## src/rtl/core/aseu_pkg.sv

```systemverilog
// ----------------------------------------------------------------------------
// aseu_pkg: shared definitions of the execute unit
// Widths, operation and address mode codes, compare flag codes and the
// register file write port type.
// ----------------------------------------------------------------------------
`default_nettype none

package aseu_pkg;

    localparam int DATA_W        = 32;
    localparam int RF_AW         = 4;
    localparam int RF_DEPTH      = 16;
    localparam int MEM_WORDS_DEF = 128;
    localparam int BASE_W        = 16;
    localparam int TARGET_W      = 10;

    localparam logic [BASE_W-1:0] DATA_BASE_RST = 16'd1000;

    localparam logic [RF_AW-1:0] REG_LINK = 4'd14;
    localparam logic [RF_AW-1:0] REG_PC   = 4'd15;

    localparam logic [3:0] OP_MOV  = 4'd0;
    localparam logic [3:0] OP_CMP  = 4'd1;
    localparam logic [3:0] OP_ADD  = 4'd2;
    localparam logic [3:0] OP_SUB  = 4'd3;
    localparam logic [3:0] OP_MUL  = 4'd4;
    localparam logic [3:0] OP_LDR  = 4'd5;
    localparam logic [3:0] OP_STR  = 4'd6;
    localparam logic [3:0] OP_LDRL = 4'd7;
    localparam logic [3:0] OP_B    = 4'd8;
    localparam logic [3:0] OP_BNE  = 4'd9;
    localparam logic [3:0] OP_BGE  = 4'd10;
    localparam logic [3:0] OP_BL   = 4'd11;
    localparam logic [3:0] OP_EXIT = 4'd12;

    localparam logic [1:0] AMODE_BASE = 2'd0;
    localparam logic [1:0] AMODE_POST = 2'd1;
    localparam logic [1:0] AMODE_OFFS = 2'd2;

    localparam logic [1:0] FLAG_EQ = 2'd0;
    localparam logic [1:0] FLAG_GT = 2'd1;
    localparam logic [1:0] FLAG_LT = 2'd2;

    typedef struct packed {
        logic              we;
        logic [RF_AW-1:0]  addr;
        logic [DATA_W-1:0] data;
    } rf_wr_t;

endpackage

`default_nettype wire

```

## src/rtl/core/aseu_regfile.sv

```systemverilog
// ----------------------------------------------------------------------------
// aseu_regfile: register file with two registered read ports
// Sixteen words with one write port. A write at the same edge as a read of
// the same entry is forwarded, and an entry never written reads as zero.
// ----------------------------------------------------------------------------
`default_nettype none

module aseu_regfile
    import aseu_pkg::*;
(
    input  wire logic              clk,
    input  wire logic              rst_n,
    input  wire rf_wr_t            wr,
    input  wire logic              rd_en,
    input  wire logic [RF_AW-1:0]  rd_addr_x,
    input  wire logic [RF_AW-1:0]  rd_addr_y,
    output logic      [DATA_W-1:0] rd_data_x,
    output logic      [DATA_W-1:0] rd_data_y
);

    logic [DATA_W-1:0]   mem [RF_DEPTH];
    logic [RF_DEPTH-1:0] valid_reg;
    logic [DATA_W-1:0]   rd_data_x_reg;
    logic [DATA_W-1:0]   rd_data_y_reg;

    always_ff @(posedge clk or negedge rst_n)
    begin
        if (!rst_n)
        begin
            valid_reg <= '0;
        end
        else if (wr.we)
        begin
            valid_reg[wr.addr] <= 1'b1;
        end
    end

    always_ff @(posedge clk)
    begin
        if (wr.we)
        begin
            mem[wr.addr] <= wr.data;
        end
        if (rd_en)
        begin
            if (wr.we && (wr.addr == rd_addr_x))
            begin
                rd_data_x_reg <= wr.data;
            end
            else
            begin
                rd_data_x_reg <= valid_reg[rd_addr_x] ? mem[rd_addr_x] : '0;
            end
            if (wr.we && (wr.addr == rd_addr_y))
            begin
                rd_data_y_reg <= wr.data;
            end
            else
            begin
                rd_data_y_reg <= valid_reg[rd_addr_y] ? mem[rd_addr_y] : '0;
            end
        end
    end

    assign rd_data_x = rd_data_x_reg;
    assign rd_data_y = rd_data_y_reg;

endmodule

`default_nettype wire

```

## config.mk

```make
export PLATFORM = sky130hd
export DESIGN_NAME = aseu_regfile
export DESIGN_NICKNAME = d
export VERILOG_FILES = /design/src/rtl/core/aseu_pkg.sv /design/src/rtl/core/aseu_regfile.sv
export SDC_FILE = /design/constraint.sdc
export NUM_CORES = 1
export LEC_CHECK = 0
export BUFFER_PORTS_ARGS = -buffer_cell sky130_fd_sc_hd__buf_4
export CAP_MARGIN = 20
export CELL_PAD_IN_SITES_DETAIL_PLACEMENT = 0
export CELL_PAD_IN_SITES_GLOBAL_PLACEMENT = 1
export CORE_ASPECT_RATIO = 1.1
export CORE_MARGIN = 8
export CORE_UTILIZATION = 50
export DETAILED_ROUTE_END_ITERATION = 10
export GPL_ROUTABILITY_DRIVEN = 1
export PLACE_DENSITY_LB_ADDON = 0.15
export SYNTH_ARGS = -nofsm -noshare
export SYNTH_HDL_FRONTEND = slang
export SYNTH_SLANG_ARGS = --single-unit
```

## constraint.sdc

```tcl
create_clock -name clk -period 2 [get_ports clk]
set_input_delay 0.3 -clock clk [delete_from_list [all_inputs] [get_ports clk]]
set_output_delay 0.3 -clock clk [all_outputs]
set_load 0.01 [all_outputs]
```

==> impl_metrics.csv, run 1 <==
group,metric,value,unit
detailed_routing,routed_length_on_met3,6840,um
sta,slew_headroom,0.686,
place,dpl.hpwl,48500,um
clocking,insertion_delay,630,ps
clocking,cts_max_level,2,
run_status,outcome,"finished clean",
detailed_routing,maxUsedRoutingLayer,"met4",
place,io_buffers,111,
detailed_routing,via_per_inst,6.66,
detailed_routing,met1Wirelength,30600,um
critical_path,timing.critical_path.required,2370,ps
synthesis,synth-seq-cells,592,
layout,most_frequent_cells_in_the_layout,"sky130_fd_sc_hd__edfxtp_1, sky130_fd_sc_hd__mux4_2, sky130_fd_sc_hd__buf_4, sky130_fd_sc_hd__a22o_1, sky130_fd_sc_hd__buf_12",
floorplan,placement_rows,89,
global_route,gr_overflow_total,0,
power,power.static_leakage,10.9,nW
sta,timing.final.crit_share,0.956,
critical_path,critPathBufInv,2,
critical_path,setup.worst_path.end_class,"flip-flop",
layout,mostFrequentLayoutCell,"sky130_fd_sc_hd__edfxtp_1",
clocking,clk_pin_slew_worst_paths,60,ps
global_route,number_of_global_route_vias_before_repair,16803,
clocking,clock_path_buffers,3,
clocking,cts.sinks,592,
floorplan,dieArea,61500,um2
global_route,grt_pass1_wl,114000,um
detailed_routing,met2RoutedLength,37800,um
critical_path,reg2reg_from,"valid_reg[11]",
synthesis,synth_nets,1414,
power,power.share.sequential,0.499,
sta,hold_viol_final,0,
critical_path,max_stage_delay,490,ps
layout,largest_register_ffs,512,
sta,setup_ws,88.2,ps
global_route,antenna_found_initial,0,
clocking,tritoncts.num_buffers,60,
global_route,grt.total_usage,0.256,
synthesis,syn-mean-instance-area,19.7,um2
global_route,grt_start_max_net_pins,33,
clocking,clock_tree.root_cell,"sky130_fd_sc_hd__clkbuf_16",
sta,clock-skew-final,25.3,ps
sta,grt_setup_unrepaired,"no",
detailed_routing,post-route-drc-count,0,
synthesis,synth-warning-count,0,
power,share_comb_of_total_power,0.126,
synthesis,synthesis.instances,1366,
power,swShare,0.236,
layout,layout.area.seq,17700,um2
power,power_density,875,nW/um2
floorplan,width_of_the_chip,237,um
critical_path,startpoint_type,"flip-flop",
clocking,tritoncts,"yes",
synthesis,library_cells_used_by_synthesis,25,
layout,layout-area-overhead-vs-synth,22.4,%
power,clock_network_fraction_of_total_power,0.375,
critical_path,critical_path_peak_fanout,9,
sta,max_slew.worst_pin.slew,470,ps
flow_run,max_cap_viol_count,0,
synthesis,netlist_area,26900,um2
critical_path,critical_path.startpoint,"valid_reg[11]",
power,internal_power,22.0,mW
detailed_routing,drt_wl_total,77800,um
sta,worst_hold_slack,32.2,ps
critical_path,crit_path_top_delay_cell,"sky130_fd_sc_hd__mux4_2",
detailed_routing,drt_pass1_iterations,5,
floorplan,core_area,53500,um2
place,routabilityCongestion,0.787,
sta,max_freq,523,MHz
critical_path,critical_path.top_delay_family,"multiplexers",
detailed_routing,drt_iter0_markers,1895,
power,net-switching-power,6.78,mW
power,vdd_ir_drop_max,0.718,mV
place,preCtsSetupSlack,-206,ps
synthesis,sequential_fraction_of_the_synthesis_area,0.658,
floorplan,die_height,259,um
sta,setup-violations-final,0,
floorplan,initial_utilization,0.503,
detailed_routing,route.antenna.remaining_nets,0,
layout,n_fill_cell,3762,
detailed_routing,wl_per_cell,32.8,um
critical_path,worst-setup-path-type,"flip-flop to flip-flop",
critical_path,cell_chain_of_the_critical_path,"mux4_2, mux2i_1, mux2_2, buf_4, buf_12, o31ai_1",
layout,layout.nets,1686,
layout,antenna_cells,0,
worst_hold_path,hold_path_startpoint,"wr[28]",
layout,layout_cells_sized_above_1,0.413,
sta,report.final.slew_viol_count,0,
sta,final.min_clock_period,1910,ps
worst_hold_path,holdCritPathClass,"primary input to flip-flop",
detailed_routing,detailroute.via_count,15784,
floorplan,ioPinCount,112,
layout,area_of_combinational_cells_with_multiple_inputs,8730,um2
critical_path,critPathArrivalTime,2280,ps
==> metrics by stage <==
| step | setup TNS, ps | cells | utilization | power, mW | area [um2] |
|---|---|---|---|---|---|
| 3_3_place_gp | -5810 | 2226 | 0.575 | 18.2 | 30700 |
| 6_report | 0 | 2369 | 0.615 | 28.8 | 32900 |
| 5_1_grt | 0 | 2369 | 0.615 | 29.7 | 32900 |
| 2_1_floorplan | -105210 | 1366 | - | 16.4 | 26900 |
| 3_5_place_dp | -6430 | 2226 | 0.575 | 18.2 | 30700 |
| 4_1_cts | 0 | 2369 | 0.615 | 29.0 | 32900 |
==> synth_stat cells <==
library cell,n,share of area
sky130_fd_sc_hd__nor2b_1,4,0.00093
sky130_fd_sc_hd__and2_0,2,0.00047
sky130_fd_sc_hd__nand3_1,65,0.012
sky130_fd_sc_hd__edfxtp_1,576,0.64
sky130_fd_sc_hd__clkbuf_1,52,0.0073
sky130_fd_sc_hd__or3b_2,1,0.00033
sky130_fd_sc_hd__nand3b_1,2,0.00056
sky130_fd_sc_hd__and2_1,4,0.00093
sky130_fd_sc_hd__mux2_2,2,0.00084
sky130_fd_sc_hd__nor2_1,78,0.011
sky130_fd_sc_hd__xnor2_1,2,0.00065
sky130_fd_sc_hd__xor2_1,6,0.0020
sky130_fd_sc_hd__nand2b_1,2,0.00047
sky130_fd_sc_hd__dfrtp_1,16,0.015
sky130_fd_sc_hd__mux4_2,264,0.22
sky130_fd_sc_hd__a22o_1,128,0.042
sky130_fd_sc_hd__nor3_1,6,0.0011
sky130_fd_sc_hd__buf_2,36,0.0067
sky130_fd_sc_hd__or2_2,16,0.0037
sky130_fd_sc_hd__buf_6,10,0.0042
sky130_fd_sc_hd__buf_4,21,0.0059
sky130_fd_sc_hd__nand2_1,1,0.00014
sky130_fd_sc_hd__o31ai_1,64,0.018
sky130_fd_sc_hd__buf_1,4,0.00056
sky130_fd_sc_hd__mux2i_1,4,0.0015
==> timing repair <==
item / in CTS / in global routing
hold buffers: 32 / 0
endpoints found under the setup margin: 0 / 0
endpoints found under the hold margin: 483 / 0
setup buffers: 0 / 0
gates resized for setup: 0 / 0
==> per-layer routing <==
layer	up-vias	global-route usage
met4	0	0.0852
li1	6463	-
met3	164	0.0566
met2	793	0.415
met1	8364	0.343
met5	-	0
==> path summary, 6_finish.rpt <==
check	slack, ps	to	cells past startpoint
setup / recovery	90	rd_data_y[16]	6
hold / removal	30	mem[5][28]	1
setup reg to reg	90	rd_data_y[16]	6
hold reg to reg	490	valid_reg[2]	1
max in group asynchronous	1740	valid_reg[7]	2
min in group asynchronous	80	valid_reg[6]	2
==> worst register-to-register path, cell delays in order (launching register included) <==
cell and delay (ps):
sky130_fd_sc_hd__dfrtp_1 380, sky130_fd_sc_hd__mux4_2 490, sky130_fd_sc_hd__mux2i_1 140, sky130_fd_sc_hd__mux2_2 220, sky130_fd_sc_hd__buf_4 190, sky130_fd_sc_hd__buf_12 160, sky130_fd_sc_hd__o31ai_1 90
==> layout make-up <==
type	count	share of cell area
sequential	592	0.538
multi-input combinational	651	0.265
timing repair buffer	333	0.114
clock buffer	72	0.0477
tap	682	0.0259
clock inverter	39	0.00905
==> power groups by stage <==
| stage | sequential, mW | combinational [mW] | clock [mW] |
|---|---|---|---|
| finish | 14.4 | 3.64 | 10.8 |
| global route | 14.4 | 3.83 | 11.4 |
| CTS | 14.4 | 3.66 | 11.0 |
| detailed placement | 14.6 | 3.60 | 0 |
| global placement | 14.6 | 3.58 | 0 |
| floorplan | 14.6 | 1.72 | 0 |
==> cell families (layout without fill, tap and decap cells) <==
family | count (synthesis) | count (layout) | share of synthesized area
DFF | 592 | 592 | 0.658
muxes | 270 | 270 | 0.223
AOI/OAI and AO/OA | 192 | 192 | 0.0596
and+or+nand+nor | 181 | 181 | 0.0316
buffers and inverters | 123 | 444 | 0.0246
xor gates and xnor gates | 8 | 8 | 0.00261
Power figures use the tool's default switching activity.
==> run 2: changes to the inputs <==
ABC_AREA = 1   (was unset)
CORE_UTILIZATION = 48   (was 50)
SLEW_MARGIN = 0   (was unset)
==> run 2 against run 1 <==
Via count grew 70%. Critical path depth grew 3. Clock-buffer cell count grew 19. Critical endpoint unchanged.
==> impl_metrics.csv, run 2 <==
group,metric,value,unit
synthesis,syn-mean-instance-area,8.43,um2
detailed_routing,wl_per_cell,22.8,um
floorplan,ioPinCount,112,
floorplan,placement_rows,97,
detailed_routing,post-route-drc-count,0,
synthesis,library_cells_used_by_synthesis,21,
synthesis,synthesis.instances,3665,
synthesis,synth-seq-cells,592,
clocking,insertion_delay,600,ps
detailed_routing,detailroute.via_count,26842,
synthesis,synth-edff-count,576,
power,power.share.sequential,0.478,
synthesis,synthMostInstantiatedCell,"sky130_fd_sc_hd__nand2_1",
critical_path,critical_path_peak_fanout,15,
power,swShare,0.253,
synthesis,synth-warning-count,0,
global_route,global_route.peak_usage_layer,"met2",
clocking,post_cts.repair.setup_buffers,0,
synthesis,synth_top_area_cell,"sky130_fd_sc_hd__edfxtp_1",
synthesis,post_synth_and_or_nand_nor_area_fraction,0.316,
global_route,met3_usage,0.0443,
place,routabilityCongestion,0.889,
sta,max_freq,624,MHz
floorplan,dieArea,72800,um2
clocking,cts.sinks,592,
critical_path,startpoint_type,"flip-flop",
power,total_power_of_the_final_layout,29.5,mW
sta,grt_setup_unrepaired,"no",
layout,n_fill_cell,5552,
synthesis,netlist_area,30900,um2
layout,stdcell_area,36000,um2
place,placed_area,33900,um2
clocking,clock_tree.root_cell,"sky130_fd_sc_hd__clkbuf_16",
sta,max_slew.worst_pin.slew,722,ps
layout,layout_cells_sized_above_1,0.0999,
synthesis,synth_xor_xnor_area_share,0,
floorplan,die_height,282,um
global_route,number_of_global_route_vias_before_repair,26419,
global_route,grt.total_usage,0.286,
place,dpl.hpwl,61500,um
clocking,clock_path_buffers,3,
global_route,gr_overflow_total,0,
layout,layoutNonFillerInstCount,4664,
synthesis,async_reset_ff_frac,0.0270,
global_route,antenna_found_initial,0,
detailed_routing,via_per_inst,5.76,
critical_path,setup.worst_path.end_class,"flip-flop",
layout,largest_register_ffs,512,
synthesis,synth-adder-area-share,0,
worst_hold_path,holdCritPathClass,"primary input to flip-flop",
layout,most_frequent_cells_in_the_layout,"sky130_fd_sc_hd__nand2_1, sky130_fd_sc_hd__nand3_1, sky130_fd_sc_hd__edfxtp_1, sky130_fd_sc_hd__inv_1, sky130_fd_sc_hd__buf_4",
detailed_routing,drt_iter0_markers,2516,
synthesis,dominant_combinational_cell_family_by_area_after_synthesis,"simple AND/OR/NAND/NOR gates",
synthesis,synthMuxAreaShare,0,
power,vdd_ir_drop_max,0.607,mV
sta,setup-violations-final,0,
critical_path,critPathArrivalTime,1950,ps
layout,fin_util,0.565,
synthesis,synthTopCellsByArea,"sky130_fd_sc_hd__edfxtp_1, sky130_fd_sc_hd__nand3_1, sky130_fd_sc_hd__nand2_1, sky130_fd_sc_hd__inv_1, sky130_fd_sc_hd__buf_2",
clocking,cts_max_level,3,
synthesis,sequential_fraction_of_the_synthesis_area,0.573,
global_route,grtUsageMet1,0.370,
sta,hold_viol_final,0,
critical_path,worst-setup-path-type,"flip-flop to flip-flop",
run_status,outcome,"finished clean",
floorplan,core_area,63700,um2
global_route,global_routing_usage_on_met2,0.467,
power,net-switching-power,7.47,mW
sta,clock-skew-final,20.4,ps
floorplan,initial_utilization,0.485,
clocking,tritoncts.num_buffers,68,
global_route,grt_start_max_net_pins,84,
critical_path,timing.critical_path.required,2340,ps
place,dp.cells,4540,
flow_run,max_cap_viol_count,0,
global_route,grt_pass1_wl,159000,um
layout,mostFrequentLayoutCell,"sky130_fd_sc_hd__nand2_1",
detailed_routing,drt_wl_total,106000,um
power,share_comb_of_total_power,0.120,
sta,worst_hold_slack,33.1,ps
clocking,tritoncts,"yes",
power,power.static_leakage,16.1,nW
sta,timing.final.crit_share,0.802,
layout,layout-area-overhead-vs-synth,16.5,%
floorplan,width_of_the_chip,258,um
synthesis,synth_top_area_share,0.560,
sta,final.min_clock_period,1600,ps
layout,antenna_cells,0,
synthesis,synth_nets,3713,
layout,layout.nets,3822,
synthesis,postSynth.topFlopCell,"sky130_fd_sc_hd__edfxtp_1",
detailed_routing,drt_pass1_iterations,7,
power,internal_power,22.1,mW
clocking,clk_pin_slew_worst_paths,60,ps
sta,report.final.slew_viol_count,0,
detailed_routing,route.antenna.remaining_nets,0,
synthesis,synth_compound_area_frac,0.00478,
sta,slew_headroom,0.519,
power,clock_network_fraction_of_total_power,0.402,
power,power_density,821,nW/um2
synthesis,yosys-top-cells-count,"sky130_fd_sc_hd__nand2_1, sky130_fd_sc_hd__nand3_1, sky130_fd_sc_hd__edfxtp_1",
place,io_buffers,111,
run 2: final timing paths:
path                              startpoint            end  slack [ps]  cells after the start
min in group asynchronous              rst_n   valid_reg[5]         110                      2
max in group asynchronous              rst_n  valid_reg[13]        1690                      2
worst min-delay path                   wr[2]      mem[2][2]          30                      1
worst min register to register  valid_reg[1]   valid_reg[1]         480                      2
worst max register to register  valid_reg[9]  rd_data_y[16]         400                      9
worst max-delay path            valid_reg[9]  rd_data_y[16]         400                      9
run 2: metal layers:
metal,part of all wire,vias to the layer above,routed length (um)
met5,0,-,0
met4,0.048,0,5100
met3,0.094,333,10000
met2,0.46,1600,49500
met1,0.39,12769,41800
li1,-,12140,-
run 2: final cells by class:
cell class	instances	area, um2	share of cell area
Inverter	540	2050	0.0570
Clock inverter	28	199	0.00553
Sequential cell	592	17700	0.492
Clock buffer	91	1860	0.0517
Multi-Input combinational cell	2297	10000	0.279
Tap cell	841	1050	0.0292
Timing Repair Buffer	275	3090	0.0859
run 2: critical path, cell delays in order, from the launching register on:
cell and delay, ps:
sky130_fd_sc_hd__dfrtp_1 370, sky130_fd_sc_hd__inv_1 100, sky130_fd_sc_hd__nand2_1 70, sky130_fd_sc_hd__nand3_1 80, sky130_fd_sc_hd__nand3_1 80, sky130_fd_sc_hd__nand3_1 100, sky130_fd_sc_hd__nand2_2 130, sky130_fd_sc_hd__buf_4 260
sky130_fd_sc_hd__nand3_1 110, sky130_fd_sc_hd__nand2_1 50
run 2: repair_timing:
action | CTS | global route
hold buffers | 5 | 0
resized for setup | 0 | 0
hold endpoints to repair | 40 | 0
run 2: cell families (layout without fill, tap and decap cells):
group | Yosys count | after routing
flops | 592 | 592
buf+inv | 776 | 934
simple gates | 2269 | 2269
compound gates | 28 | 28
run 2: power by group through the flow:
stage                     Clock [mW]  Sequential, mW  Combinational [mW]
after floorplan                    0            14.4                1.84
after CTS                       12.0            14.1                3.51
after detailed placement           0            14.4                3.49
final                           11.9            14.1                3.54
after global routing            12.5            14.1                3.82
after global placement             0            14.4                3.43
run 2: metrics by stage:
step / TNS [ps] / setup slack, ps
finish: 0 / 397
global route: 0 / 252
CTS: 0 / 393
detailed placement: 0 / 29.4
global placement: 0 / 16.6
floorplan: -232230 / -462
